<file path="config.mk">
export PLATFORM = sky130hd
export DESIGN_NAME = windowed_exponential_angle_average
export DESIGN_NICKNAME = d
export VERILOG_FILES = /design/src/wea_pkg.sv /design/src/wea_ram.sv /design/src/wea_front.sv /design/src/wea_back.sv /design/src/windowed_exponential_angle_average.sv
export SDC_FILE = /design/constraint.sdc
export NUM_CORES = 2
export LEC_CHECK = 0
export ABC_AREA = 1
export BUFFER_PORTS_ARGS = -buffer_cell sky130_fd_sc_hd__clkbuf_2
export CAP_MARGIN = 0
export CORE_ASPECT_RATIO = 2
export CORE_MARGIN = 2
export CORE_UTILIZATION = 58
export DETAILED_ROUTE_END_ITERATION = 10
export GPL_TIMING_DRIVEN = 0
export PLACE_DENSITY = 0.8
export SLEW_MARGIN = 5
export SYNTH_ARGS = -nofsm -noshare
export SYNTH_HDL_FRONTEND = slang
export SYNTH_SLANG_ARGS = --single-unit
</file>
<file path="constraint.sdc">
create_clock -name clock -period 11.9 [get_ports clock]
set_input_delay 1.785 -clock clock [delete_from_list [all_inputs] [get_ports clock]]
set_output_delay 1.785 -clock clock [all_outputs]
set_load 0.01 [all_outputs]
</file>
<file path="src/wea_pkg.sv">
// Shared constants, types and arithmetic helpers for the windowed angle average.
package wea_pkg;

   localparam int WINDOW      = 16;
   localparam int ANGLE_BITS  = 16;
   localparam int AXES        = 3;
   localparam int IN_BITS     = 16;
   localparam int OUT_BITS    = 16;
   localparam int ALPHA_BITS  = 16;
   localparam int FRAC_BITS   = 16;
   localparam int QUEUE_DEPTH = 2;

   localparam int PTR_BITS    = $clog2(WINDOW);
   localparam int QPTR_BITS   = $clog2(QUEUE_DEPTH);
   localparam int QCNT_BITS   = $clog2(QUEUE_DEPTH + 1);
   localparam int TRIPLE_BITS = AXES * ANGLE_BITS;
   localparam int EXT_BITS    = (ANGLE_BITS > IN_BITS) ? ANGLE_BITS : IN_BITS;
   localparam int SAT_BITS    = (ANGLE_BITS + 1 > OUT_BITS + 1) ? ANGLE_BITS + 1 : OUT_BITS + 1;
   localparam int PROD_BITS   = ANGLE_BITS + ALPHA_BITS + 2;
   localparam int SUM_BITS    = PROD_BITS + 1;

   localparam longint ANGLE_MAX  = (longint'(1) <<< (ANGLE_BITS - 1)) - 1;
   localparam longint ANGLE_MIN  = -ANGLE_MAX - 1;
   localparam longint OUT_MAX    = (longint'(1) <<< (OUT_BITS - 1)) - 1;
   localparam longint OUT_MIN    = -OUT_MAX - 1;
   localparam longint ROUND_HALF = longint'(1) <<< (FRAC_BITS - 1);

   localparam logic [ALPHA_BITS-1:0] ALPHA_RESET = 16'd58982;

   localparam logic MODE_SAMPLE  = 1'b0;
   localparam logic MODE_CAPTURE = 1'b1;

   typedef logic signed [ANGLE_BITS-1:0] angle_type;
   typedef angle_type [AXES-1:0] triple_type;

   typedef struct packed {
      logic       capture;
      triple_type angles;
   } cmd_type;

   typedef enum logic [2:0] {
      ST_IDLE,
      ST_FIRST,
      ST_MUL,
      ST_ACC,
      ST_DONE
   } state_type;

   function automatic angle_type clamp_angle(input logic signed [IN_BITS-1:0] v);
      logic signed [EXT_BITS-1:0] w;
      w = EXT_BITS'(v);
      if (w > EXT_BITS'(ANGLE_MAX)) begin
         return ANGLE_BITS'(EXT_BITS'(ANGLE_MAX));
      end
      if (w < EXT_BITS'(ANGLE_MIN)) begin
         return ANGLE_BITS'(EXT_BITS'(ANGLE_MIN));
      end
      return ANGLE_BITS'(w);
   endfunction

   // alpha*avg + (1-alpha)*x == alpha*(avg - x) + x, scaled by 2^FRAC_BITS
   function automatic logic signed [PROD_BITS-1:0] ewma_product(
      input logic [ALPHA_BITS-1:0] alpha,
      input angle_type             avg,
      input angle_type             x
   );
      logic signed [ANGLE_BITS:0] d;
      logic signed [ALPHA_BITS:0] a;
      d = (ANGLE_BITS + 1)'(avg) - (ANGLE_BITS + 1)'(x);
      a = $signed({1'b0, alpha});
      return PROD_BITS'(a) * PROD_BITS'(d);
   endfunction

   function automatic angle_type ewma_round(
      input logic signed [PROD_BITS-1:0] p,
      input angle_type                   x
   );
      logic signed [SUM_BITS-1:0] s;
      s = SUM_BITS'(p) + (SUM_BITS'(x) <<< FRAC_BITS) + SUM_BITS'(ROUND_HALF);
      return ANGLE_BITS'(s >>> FRAC_BITS);
   endfunction

   function automatic logic [OUT_BITS-1:0] sat_diff(input angle_type a, input angle_type b);
      logic signed [SAT_BITS-1:0] d;
      d = SAT_BITS'(a) - SAT_BITS'(b);
      if (d > SAT_BITS'(OUT_MAX)) begin
         return OUT_BITS'(SAT_BITS'(OUT_MAX));
      end
      if (d < SAT_BITS'(OUT_MIN)) begin
         return OUT_BITS'(SAT_BITS'(OUT_MIN));
      end
      return OUT_BITS'(d);
   endfunction

endpackage

</file>
<file path="src/wea_ram.sv">
// Generic simple dual-port RAM with registered read.
module wea_ram #(
   parameter int WIDTH = 8,
   parameter int DEPTH = 16
) (
   input  logic                     clock,
   input  logic                     wr_en,
   input  logic [$clog2(DEPTH)-1:0] wr_addr,
   input  logic [WIDTH-1:0]         wr_data,
   input  logic                     rd_en,
   input  logic [$clog2(DEPTH)-1:0] rd_addr,
   output logic [WIDTH-1:0]         rd_data
);

   logic [WIDTH-1:0] mem_ff [DEPTH];
   logic [WIDTH-1:0] rd_data_ff;

   always_ff @(posedge clock) begin
      if (wr_en) begin
         mem_ff[wr_addr] <= wr_data;
      end
      if (rd_en) begin
         rd_data_ff <= mem_ff[rd_addr];
      end
   end

   assign rd_data = rd_data_ff;

endmodule

</file>
<file path="src/wea_front.sv">
// Front end: accepts items, decodes the mode, clamps samples and queues commands.
module wea_front (
   input  logic             clock,
   input  logic             reset,
   input  logic             req_tvalid,
   output logic             req_tready,
   input  logic [47:0]      req_tdata,  // roll_in, pitch_in, yaw_in
   input  logic             req_tuser,  // mode
   output logic             cmd_valid,
   output wea_pkg::cmd_type cmd,
   input  logic             cmd_pop
);

   wea_pkg::cmd_type                 q_ff [wea_pkg::QUEUE_DEPTH];
   wea_pkg::cmd_type                 q_in [wea_pkg::QUEUE_DEPTH];
   logic [wea_pkg::QPTR_BITS-1:0]    wr_ptr_ff, wr_ptr_in;
   logic [wea_pkg::QPTR_BITS-1:0]    rd_ptr_ff, rd_ptr_in;
   logic [wea_pkg::QCNT_BITS-1:0]    cnt_ff, cnt_in;
   wea_pkg::cmd_type                 entry;
   logic                             push;

   assign req_tready = cnt_ff != wea_pkg::QCNT_BITS'(wea_pkg::QUEUE_DEPTH);
   assign push       = req_tvalid && req_tready;
   assign cmd_valid  = cnt_ff != '0;
   assign cmd        = q_ff[rd_ptr_ff];

   always_comb begin
      entry.capture = req_tuser == wea_pkg::MODE_CAPTURE;
      for (int j = 0; j < wea_pkg::AXES; j++) begin
         entry.angles[j] = wea_pkg::clamp_angle(req_tdata[wea_pkg::IN_BITS*j +: wea_pkg::IN_BITS]);
      end
   end

   always_comb begin
      q_in      = q_ff;
      wr_ptr_in = wr_ptr_ff;
      rd_ptr_in = rd_ptr_ff;
      if (push) begin
         q_in[wr_ptr_ff] = entry;
         wr_ptr_in = (wr_ptr_ff == wea_pkg::QPTR_BITS'(wea_pkg::QUEUE_DEPTH - 1)) ?
                     '0 : wr_ptr_ff + wea_pkg::QPTR_BITS'(1);
      end
      if (cmd_pop) begin
         rd_ptr_in = (rd_ptr_ff == wea_pkg::QPTR_BITS'(wea_pkg::QUEUE_DEPTH - 1)) ?
                     '0 : rd_ptr_ff + wea_pkg::QPTR_BITS'(1);
      end
      cnt_in = cnt_ff + wea_pkg::QCNT_BITS'(push) - wea_pkg::QCNT_BITS'(cmd_pop);
   end

   always_ff @(posedge clock) begin
      if (reset) begin
         wr_ptr_ff <= '0;
         rd_ptr_ff <= '0;
         cnt_ff    <= '0;
      end else begin
         wr_ptr_ff <= wr_ptr_in;
         rd_ptr_ff <= rd_ptr_in;
         cnt_ff    <= cnt_in;
      end
   end

   always_ff @(posedge clock) begin
      q_ff <= q_in;
   end

endmodule

</file>
<file path="src/wea_back.sv">
// Back end: window store, serial average walk, offsets and result register.
module wea_back (
   input  logic                           clock,
   input  logic                           reset,
   input  logic [wea_pkg::ALPHA_BITS-1:0] alpha,
   input  logic                           cmd_valid,
   input  wea_pkg::cmd_type               cmd,
   output logic                           cmd_pop,
   output logic                           rsp_tvalid,
   input  logic                           rsp_tready,
   output logic [95:0]                    rsp_tdata
);

   wea_pkg::state_type              state_ff, state_in;
   logic [wea_pkg::PTR_BITS-1:0]    wp_ff, wp_in;
   logic [wea_pkg::PTR_BITS-1:0]    idx_ff, idx_in;
   logic [wea_pkg::PTR_BITS-1:0]    cnt_ff, cnt_in;
   logic [wea_pkg::WINDOW-1:0]      valid_ff, valid_in;
   logic                            rd_valid_ff, rd_valid_in;
   wea_pkg::triple_type             latest_ff, latest_in;
   wea_pkg::triple_type             avg_ff, avg_in;
   wea_pkg::triple_type             aoff_ff, aoff_in;
   wea_pkg::triple_type             avgoff_ff, avgoff_in;
   wea_pkg::triple_type             x_ff, x_in;
   logic signed [wea_pkg::PROD_BITS-1:0] prod_ff [wea_pkg::AXES];
   logic signed [wea_pkg::PROD_BITS-1:0] prod_in [wea_pkg::AXES];
   logic                            rsp_valid_ff, rsp_valid_in;
   logic [95:0]                     rsp_data_ff, rsp_data_in;

   logic                            wr_en;
   logic                            rd_en;
   logic [wea_pkg::PTR_BITS-1:0]    rd_addr;
   logic [wea_pkg::TRIPLE_BITS-1:0] rd_data;
   wea_pkg::triple_type             x_now;
   logic [wea_pkg::PTR_BITS-1:0]    wp_next;
   logic [wea_pkg::PTR_BITS-1:0]    idx_next;

   wea_ram #(
      .WIDTH(wea_pkg::TRIPLE_BITS),
      .DEPTH(wea_pkg::WINDOW)
   ) u_window (
      .clock  (clock),
      .wr_en  (wr_en),
      .wr_addr(wp_ff),
      .wr_data(cmd.angles),
      .rd_en  (rd_en),
      .rd_addr(rd_addr),
      .rd_data(rd_data)
   );

   // never-written slots read as zero
   assign x_now    = rd_valid_ff ? wea_pkg::triple_type'(rd_data) : '0;
   assign wp_next  = (wp_ff == wea_pkg::PTR_BITS'(wea_pkg::WINDOW - 1)) ?
                     '0 : wp_ff + wea_pkg::PTR_BITS'(1);
   assign idx_next = (idx_ff == wea_pkg::PTR_BITS'(wea_pkg::WINDOW - 1)) ?
                     '0 : idx_ff + wea_pkg::PTR_BITS'(1);

   assign rsp_tvalid = rsp_valid_ff;
   assign rsp_tdata  = rsp_data_ff;

   always_comb begin
      state_in     = state_ff;
      wp_in        = wp_ff;
      idx_in       = idx_ff;
      cnt_in       = cnt_ff;
      valid_in     = valid_ff;
      rd_valid_in  = rd_valid_ff;
      latest_in    = latest_ff;
      avg_in       = avg_ff;
      aoff_in      = aoff_ff;
      avgoff_in    = avgoff_ff;
      x_in         = x_ff;
      prod_in      = prod_ff;
      rsp_valid_in = rsp_valid_ff && !rsp_tready;
      rsp_data_in  = rsp_data_ff;
      cmd_pop      = 1'b0;
      wr_en        = 1'b0;
      rd_en        = 1'b0;
      rd_addr      = idx_next;

      case (state_ff)
         wea_pkg::ST_IDLE: begin
            if (cmd_valid) begin
               cmd_pop = 1'b1;
               if (cmd.capture) begin
                  aoff_in   = latest_ff;
                  avgoff_in = avg_ff;
                  state_in  = wea_pkg::ST_DONE;
               end else begin
                  wr_en           = 1'b1;
                  valid_in[wp_ff] = 1'b1;
                  latest_in       = cmd.angles;
                  wp_in           = wp_next;
                  rd_en           = 1'b1;
                  rd_addr         = wp_next;
                  idx_in          = wp_next;
                  rd_valid_in     = valid_ff[wp_next];
                  cnt_in          = '0;
                  state_in        = wea_pkg::ST_FIRST;
               end
            end
         end
         wea_pkg::ST_FIRST: begin
            avg_in      = x_now;
            rd_en       = 1'b1;
            idx_in      = idx_next;
            rd_valid_in = valid_ff[idx_next];
            cnt_in      = cnt_ff + wea_pkg::PTR_BITS'(1);
            state_in    = wea_pkg::ST_MUL;
         end
         wea_pkg::ST_MUL: begin
            for (int j = 0; j < wea_pkg::AXES; j++) begin
               prod_in[j] = wea_pkg::ewma_product(alpha, avg_ff[j], x_now[j]);
            end
            x_in     = x_now;
            state_in = wea_pkg::ST_ACC;
         end
         wea_pkg::ST_ACC: begin
            for (int j = 0; j < wea_pkg::AXES; j++) begin
               avg_in[j] = wea_pkg::ewma_round(prod_ff[j], x_ff[j]);
            end
            if (cnt_ff == wea_pkg::PTR_BITS'(wea_pkg::WINDOW - 1)) begin
               state_in = wea_pkg::ST_DONE;
            end else begin
               rd_en       = 1'b1;
               idx_in      = idx_next;
               rd_valid_in = valid_ff[idx_next];
               cnt_in      = cnt_ff + wea_pkg::PTR_BITS'(1);
               state_in    = wea_pkg::ST_MUL;
            end
         end
         wea_pkg::ST_DONE: begin
            if (!rsp_valid_ff || rsp_tready) begin
               rsp_valid_in = 1'b1;
               for (int j = 0; j < wea_pkg::AXES; j++) begin
                  rsp_data_in[wea_pkg::OUT_BITS*j +: wea_pkg::OUT_BITS] =
                     wea_pkg::sat_diff(latest_ff[j], aoff_ff[j]);
                  rsp_data_in[wea_pkg::OUT_BITS*(wea_pkg::AXES + j) +: wea_pkg::OUT_BITS] =
                     wea_pkg::sat_diff(avg_ff[j], avgoff_ff[j]);
               end
               state_in = wea_pkg::ST_IDLE;
            end
         end
         default: begin
            state_in = wea_pkg::ST_IDLE;
         end
      endcase
   end

   always_ff @(posedge clock) begin
      if (reset) begin
         state_ff     <= wea_pkg::ST_IDLE;
         wp_ff        <= '0;
         idx_ff       <= '0;
         cnt_ff       <= '0;
         valid_ff     <= '0;
         rd_valid_ff  <= 1'b0;
         latest_ff    <= '0;
         avg_ff       <= '0;
         aoff_ff      <= '0;
         avgoff_ff    <= '0;
         rsp_valid_ff <= 1'b0;
      end else begin
         state_ff     <= state_in;
         wp_ff        <= wp_in;
         idx_ff       <= idx_in;
         cnt_ff       <= cnt_in;
         valid_ff     <= valid_in;
         rd_valid_ff  <= rd_valid_in;
         latest_ff    <= latest_in;
         avg_ff       <= avg_in;
         aoff_ff      <= aoff_in;
         avgoff_ff    <= avgoff_in;
         rsp_valid_ff <= rsp_valid_in;
      end
   end

   always_ff @(posedge clock) begin
      x_ff        <= x_in;
      prod_ff     <= prod_in;
      rsp_data_ff <= rsp_data_in;
   end

endmodule

</file>
<file path="src/windowed_exponential_angle_average.sv">
// Top level: windowed exponential average of roll, pitch and yaw with zero offsets.
// Sample: the back end walks the window, oldest entry first, with one RAM read and one
// multiply/round step per entry; it takes no new command until the walk is done and its
// result register is free. A two-entry command queue lets req_ take items meanwhile.
// Synchronous reset clears the window valid bits, pointer, angles, averages and offsets,
// and sets alpha_q16 to 58982; no clearing pass, items are taken right after reset.
module windowed_exponential_angle_average (
   input  logic        clock,
   input  logic        reset,
   input  logic        req_tvalid,
   output logic        req_tready,
   input  logic [47:0] req_tdata,   // roll_in, pitch_in, yaw_in
   input  logic        req_tuser,   // mode
   output logic        rsp_tvalid,
   input  logic        rsp_tready,
   output logic [95:0] rsp_tdata,   // roll_rel, pitch_rel, yaw_rel,
                                    // roll_avg_rel, pitch_avg_rel, yaw_avg_rel
   input  logic        csr_wr_en,
   input  logic [15:0] csr_wr_data  // alpha_q16
);

   logic [wea_pkg::ALPHA_BITS-1:0] alpha_ff, alpha_in;
   logic                           cmd_valid;
   logic                           cmd_pop;
   wea_pkg::cmd_type               cmd;

   assign alpha_in = csr_wr_en ? csr_wr_data : alpha_ff;

   always_ff @(posedge clock) begin
      if (reset) begin
         alpha_ff <= wea_pkg::ALPHA_RESET;
      end else begin
         alpha_ff <= alpha_in;
      end
   end

   wea_front u_front (
      .clock     (clock),
      .reset     (reset),
      .req_tvalid(req_tvalid),
      .req_tready(req_tready),
      .req_tdata (req_tdata),
      .req_tuser (req_tuser),
      .cmd_valid (cmd_valid),
      .cmd       (cmd),
      .cmd_pop   (cmd_pop)
   );

   wea_back u_back (
      .clock     (clock),
      .reset     (reset),
      .alpha     (alpha_ff),
      .cmd_valid (cmd_valid),
      .cmd       (cmd),
      .cmd_pop   (cmd_pop),
      .rsp_tvalid(rsp_tvalid),
      .rsp_tready(rsp_tready),
      .rsp_tdata (rsp_tdata)
   );

   a_pop_needs_cmd: assert property (@(posedge clock) disable iff (reset)
      cmd_pop |-> cmd_valid)
      else $error("command popped from empty queue");

   a_one_at_a_time: assert property (@(posedge clock) disable iff (reset)
      cmd_pop |=> !cmd_pop)
      else $error("back end popped two commands in a row");

   a_reset_clears_rsp: assert property (@(posedge clock)
      reset |=> !rsp_tvalid)
      else $error("result valid right after reset");

endmodule
</file>
## After elaboration in Yosys (flattened, before gate mapping)

Memory sizes are Yosys's and may differ from the RTL's. A register that Yosys moved wholly into a read port is not among the register bits.
Cells that the tools add are included.

| storage, ports and cells | value |
|---|---|
| flip-flop bits (word level) | 583 |
| bits in latches | 0 |
| RAM bits | 768 |
| ROM bits | 0 |
| bits of input ports | 70 |
| output and inout bits | 98 |
| word-level logic and storage cells | 257 |
| memories | 1 |

Memory list:

| name | depth | width | read ports | clocked after Yosys merged registers in | write ports | RTL line | text |
|---|---|---|---|---|---|---|---|
| u_back.u_window.mem_ff | 16 | 48 | 1 | 1 | 1 | wea_ram.sv:15 | `logic [WIDTH-1:0] mem_ff [DEPTH];` |

| operators by class | value |
|---|---|
| $add $sub $neg | 22 |
| multipliers | 3 |
| divide/modulo/power cells | 0 |
| magnitude comparators | 25 |
| eq/ne operators | 12 |
| shifts and indexed selects | 0 |
| mux-type cells | 136 |
| bitwise operators | 4 |
| reduce and logical (&&, ||, !) cells | 16 |

Operators with widths:

| kind | count |
|---|---|
| two-way mux 16 bit | 36 |
| two-way mux 49 bit | 4 |
| subtractor 16 x 16 -> 17 bit | 9 |
| greater-than comparator 17 x 16 -> 1 bit (second input constant) | 6 |
| < comparator 17 x 16 -> 1 bit (second input constant) | 6 |
| bitwise mux 98 bit | 1 |
| adder 32 x 17 -> 32 bit (second input constant) | 3 |
| adder 32 bit | 3 |
| multiplier 17 x 17 -> 32 bit | 3 |
| case mux 48 bit (2 select lines) | 1 |
| two-way mux 1 bit | 69 |
| demux 49 bit (select 1 bit) | 1 |
| greater-than comparator 16 bit (second input constant) | 3 |
| < comparator 16 bit (second input constant) | 3 |
| two-way mux 48 bit | 1 |
| two-way mux 4 bit | 11 |
| case mux 4 bit (3 select lines) | 2 |
| OR 16 bit | 1 |
| < comparator 4 x 5 -> 1 bit (second input constant) | 3 |
| case mux 3 bit (5 select lines) | 1 |
| adder 4 x 1 -> 4 bit (second input constant) | 3 |
| equality test 4 bit (second input constant) | 3 |
| two-way mux 3 bit | 4 |
| binary-select mux 1 bit (select 4 bit) | 2 |
| 24 further kinds | 39 |

## Depth between registers and ports, before layout

| logic depth | value |
|---|---|
| word-level depth | 10 |
| mapped depth | 40 |
| mapped depth without buffers | 37 |

## Modules after synthesis

Synthesis repeated with hierarchy kept, for this count alone.

| second synthesis, totals | value |
|---|---|
| cells, all modules | 10446 |
| area, all modules | 92884.1 um2 |

Modules (own cells, without submodules):

| module | times used | cells each | area each (um2) | seq. area each (um2) |
|---|---|---|---|---|
| wea_back | 1 | 6965 | 53605.2 | 10359.9 |
| wea_ram | 1 | 3165 | 34469.3 | 24503.5 |
| wea_front | 1 | 232 | 4179.0 | 3022.9 |
| windowed_exponential_angle_average | 1 | 84 | 630.6 | 320.3 |

## Worst setup path before layout

OpenSTA, ideal clock, no wires.

| path | value |
|---|---|
| path type | input to register |
| start | input rsp_tready |
| end | register u_back.rsp_data_ff[0], in the netlist u_back.rsp_tdata[0], enable pin |
| setup time | 0.787 ns |
| data arrival time | 10.877 ns |
| data required time | 11.113 ns |
| setup slack | 0.237 ns |
| stages | 2 |
| buffers on the path | 0 |
| cell sequence | nor2_1 nor4_1 |

| between the ends | value |
|---|---|
| cells in the longest elaborated chain, start to end | 2 |

RTL lines:

| what | RTL line | text |
|---|---|---|
| from (decl) | windowed_exponential_angle_average.sv:15 | `input logic rsp_tready,` |
| logical OR 1 bit | wea_back.sv:133 | `if (!rsp_valid_ff \|\| rsp_tready) begin` |
| AND reduction 2 bit (no line) | - |  |
| to (signal assigned) | wea_back.sv:181 | `rsp_data_ff <= rsp_data_in;` |
| to (decl) | wea_back.sv:28 | `logic [95:0] rsp_data_ff, rsp_data_in;` |

No other way between the ends.
A chain may end at the register's enable or synchronous reset.

## Worst setup path in the final report

| path | value |
|---|---|
| start | register u_back.rd_valid_ff |
| end | register u_back.prod_ff[99] (netlist bit) (data pin) |

| between the ends | value |
|---|---|
| cells in the longest elaborated chain, start to end | 3 |

RTL lines:

| what | RTL line | text |
|---|---|---|
| from (decl) | wea_back.sv:19 | `logic rd_valid_ff, rd_valid_in;` |
| from (signal assigned) | wea_back.sv:169 | `rd_valid_ff <= rd_valid_in;` |
| two-way mux 48 bit | wea_back.sv:52 | `assign x_now = rd_valid_ff ? wea_pkg::triple_type'(rd_data) : '0;` |
| subtractor 16 x 16 -> 17 bit | wea_pkg.sv:69 | `d = (ANGLE_BITS + 1)'(avg) - (ANGLE_BITS + 1)'(x);` |
| multiplier 17 x 17 -> 32 bit | wea_pkg.sv:71 | `return PROD_BITS'(a) * PROD_BITS'(d);` |
| to (signal assigned) | wea_back.sv:180 | `prod_ff <= prod_in;` |
| to (decl) | wea_back.sv:25 | `logic signed [wea_pkg::PROD_BITS-1:0] prod_ff [wea_pkg::AXES];` |

No other way between the ends.

==> key figures <==
Placed design
  • Placer Congestion: 1.04
  • Placed Area: between 0.09 and 0.1 mm²
  • Setup WS pre-CTS: 2.36 ns
  • Hpwl dp: 271000 µm
  • Port Buf Inserts: roughly 120

Clock tree
  • # resized after CTS: 0
  • CTS tree: done
  • Hold_buf cts: 0
  • Setup Buffers After CTS: 0
  • # H-tree levels: 3
  • CTS Root Buffer Type: clkbuf_16
  • CTS Buf Count: 112
  • Clk_lat worst skew: 0.78 ns
  • Clock Path Buffers: 3
  • Clock Sinks: ~1400
  • Worst-path clk slew: 0.07 ns

Setup path
  • Crit path required time: 12.41 ns
  • Slowest CP cell: clkbuf_1
  • Buf/Inv on CP: 9
  • Type of the worst setup path: flop to flop
  • R2R Setup Slk: 2.04 ns
  • CP arrival: 10.37 ns
  • CP Max Fanout: 10
  • Critical path startpoint category: flop
  • CP top delay family: adder cells
  • CP most frequent cell: nand2_1
  • Critical Path Sink Type: flop
  • Largest stage delay, worst path: approximately 0.75 ns

Global route
  • Initial antenna violation count: 15
  • Vias in the first global route: 79500
  • Pin count of the biggest net entering global routing: 58
  • GRT overflow: 0
  • First-pass GRT wire length: ~500000 µm
  • Overall routing resource usage: 42.6%

Routing
  • Via-per-instance ratio: 6.01
  • Post-DR wirelength/cell: 26.9 µm
  • Remaining DRCs: 0
  • Antenna Violating Nets Remaining: 0
  • Final WL: about 350000 µm
  • Iter 0 DRT Violations: around 7900
  • Total number of vias: 77000
  • Iteration count of the initial detailed-routing pass: 9

Synthesis
  • Compound-Gate Fraction of Synth Area: 5.70%
  • Seq cells post-synth: roughly 1400
  • Post-synthesis sequential area ratio: 41.5%
  • Yosys warnings: 0
  • Post-synth EDFFs: 1109
  • FFs w/ async S/R, synth: 0%
  • Synth Area in Simple Gates: 21.1%
  • Mapped Area: a little over 0.09 mm²
  • Multiplexer area fraction after synthesis: 0%
  • Mean Syn Cell Area: 8.90 µm²
  • Synth cell types: 51
  • XOR/XNOR share of the synthesized area: 1.20%
  • Adder-cell share of the synthesized area: roughly a fifth
  • Cells after Synth: 10300
  • Syn_nets: 11600
  • Largest family of logic cells by synthesized area: adder cells
  • Predominant post-synthesis flop cell: edfxtp_1

Die
  • I/O pin total: 168
  • Initial cell density of the core: 58.4%
  • Row count: 206
  • Die Y: 567 µm
  • Die Wd: 286 µm
  • Core ar.: 0.157 mm²
  • Die area: 0.162 mm²

Outcome
  • Failing checks: max-capacitance violations, max-slew violations
  • Status: complete, but fails checks

Timing
  • Final Skew: around 0.037 ns
  • Pin slew with the least headroom to its limit: 1.62 ns
  • Final worst setup slack: 2.04 ns
  • Final hold viol count: 0
  • Slew Limit Fails: between 50 and 60
  • Final period util: 82.9%
  • Tmin final: 9.86 ns
  • Slew HR: -7.80%
  • RSZ-0062 raised after global routing: no
  • Sum Neg Setup Slack: 0 ns
  • Final setup viols: 0
  • Fmax: between 0.1 and 0.15 GHz

Layout
  • Register area: 0.0382 mm²
  • Most common cell after layout, fill and taps aside: nand2_1
  • Most frequent cells in the layout: nand2_1 (2337), inv_1 (1692), nand3_1 (1270)
  • Fill count: 13000
  • Finished Cell Area: between 0.1 and 0.15 mm²
  • Utilization of the core after routing: between 60% and 70%
  • Synth-to-layout area growth: 9.23%
  • Layout cells sized above 1: 6.02%
  • Footprint of the multi-input gates: 0.0454 mm²
  • Nets: roughly 12000

Flow run
  • Max-cap violations: 7

Worst hold path
  • Min-Delay Path Class: flop to flop
tightest hold or removal path: cells and delay by family (launching register included):
kind / cells / cell delay [ns]
buf+inv: 1 / 0.06
compound gates: 1 / 0.06
flops: 1 / 0.30
per-stage QoR:
stage / hold slack, ns / cells
2_1_floorplan: 0.435 / 10300
3_3_place_gp: 0.445 / 12500
3_5_place_dp: 0.453 / 12600
4_1_cts: 0.463 / 12800
5_1_grt: 0.483 / 12800
6_report: 0.463 / 12800
metal layers:
layer  vias up  global-route usage, %  wire length, µm
met2      4649                   74.3           171000
met5         -                      0              116
met3      1896                   8.09            26900
met1     36500                   38.5            97700
met4        14                   48.8            49600
li1      34000                      -                -
registers in the layout, indices dropped and copies added (netlist names), 2 cells and up:
name	count
u_back.cnt_ff	4
u_back.rsp_tdata	96
u_back.valid_ff	16
u_back.latest_ff	48
u_back.u_window.mem_ff	768
u_front.cnt_ff	2
u_back.prod_ff	51
u_back.state_ff	3
u_back.avg_ff	48
u_back.u_window.rd_data	48
u_front.q_ff	98
u_back.idx_ff	4
u_back.x_ff	48
alpha_ff	16
u_back.wp_ff	4
u_back.aoff_ff	48
u_back.avgoff_ff	48
worst paths after layout:
check / endpoint / startpoint / cells past startpoint
max: u_back.prod_ff[99] / u_back.rd_valid_ff / 33
min: u_back.avgoff_ff[14] / u_back.avgoff_ff[14] / 2
max reg2reg: u_back.prod_ff[99] / u_back.rd_valid_ff / 33
min reg2reg: u_back.avgoff_ff[14] / u_back.avgoff_ff[14] / 2
synthesized netlist by cell type, types with 3 or more instances:
cell      instances  area share [%]
a211oi_1         11           0.090
o211ai_1          4           0.033
clkbuf_1        266             1.1
buf_1            22           0.090
inv_2             8           0.033
o21bai_1         24            0.20
nand2_2           6           0.041
buf_2           181            0.98
a21boi_0         11           0.090
nand3_1        1270             6.9
nand4_1          38            0.26
clkinv_1         10           0.041
nor4_1           23            0.16
dfxtp_1         245             5.3
inv_1          1692             6.9
o21ai_0         297             1.6
ha_1            539             7.3
nand2b_1          9           0.061
edfxtp_1       1109              36
nor2_2            3           0.020
nand3b_1        127             1.0
fa_1            636              14
a31oi_1          28            0.19
xor2_1           98            0.93
a21o_1           27            0.22
nand2_1        2337             9.5
xnor2_1          28            0.27
o21a_1           26            0.21
a21oi_1         484             2.6
or2_2            32            0.22
o21ai_1           6           0.033
o31ai_1           3           0.024
buf_4            14            0.11
a22oi_1          35            0.29
o22ai_1           5           0.034
nor2_1          633             2.6
nor3_1           37            0.20
cell type report:
type / instances / share of cell area [%]
timing repair buffer: 173 / 1.61
sequential: 1354 / 38.0
clock buffer: 129 / 2.94
tap: 2080 / 2.59
buffer: 486 / 2.12
multi-input combinational: 6792 / 45.2
clock inverter: 84 / 1.11
inverter: 1711 / 6.39
antenna: 13 / 0.0324
cell families after synthesis:
family,count (synthesis)
XOR/XNOR,126
AO/OA/AOI/OAI,965
adder cells (fa/ha/maj),1175
buffers and inverters,2197
flip-flops,1354
AND/OR/NAND/NOR,4526
Power is left out: the tool's default activity adds up to more than one toggle a clock period on the data nets, which glitch-free logic cannot reach.
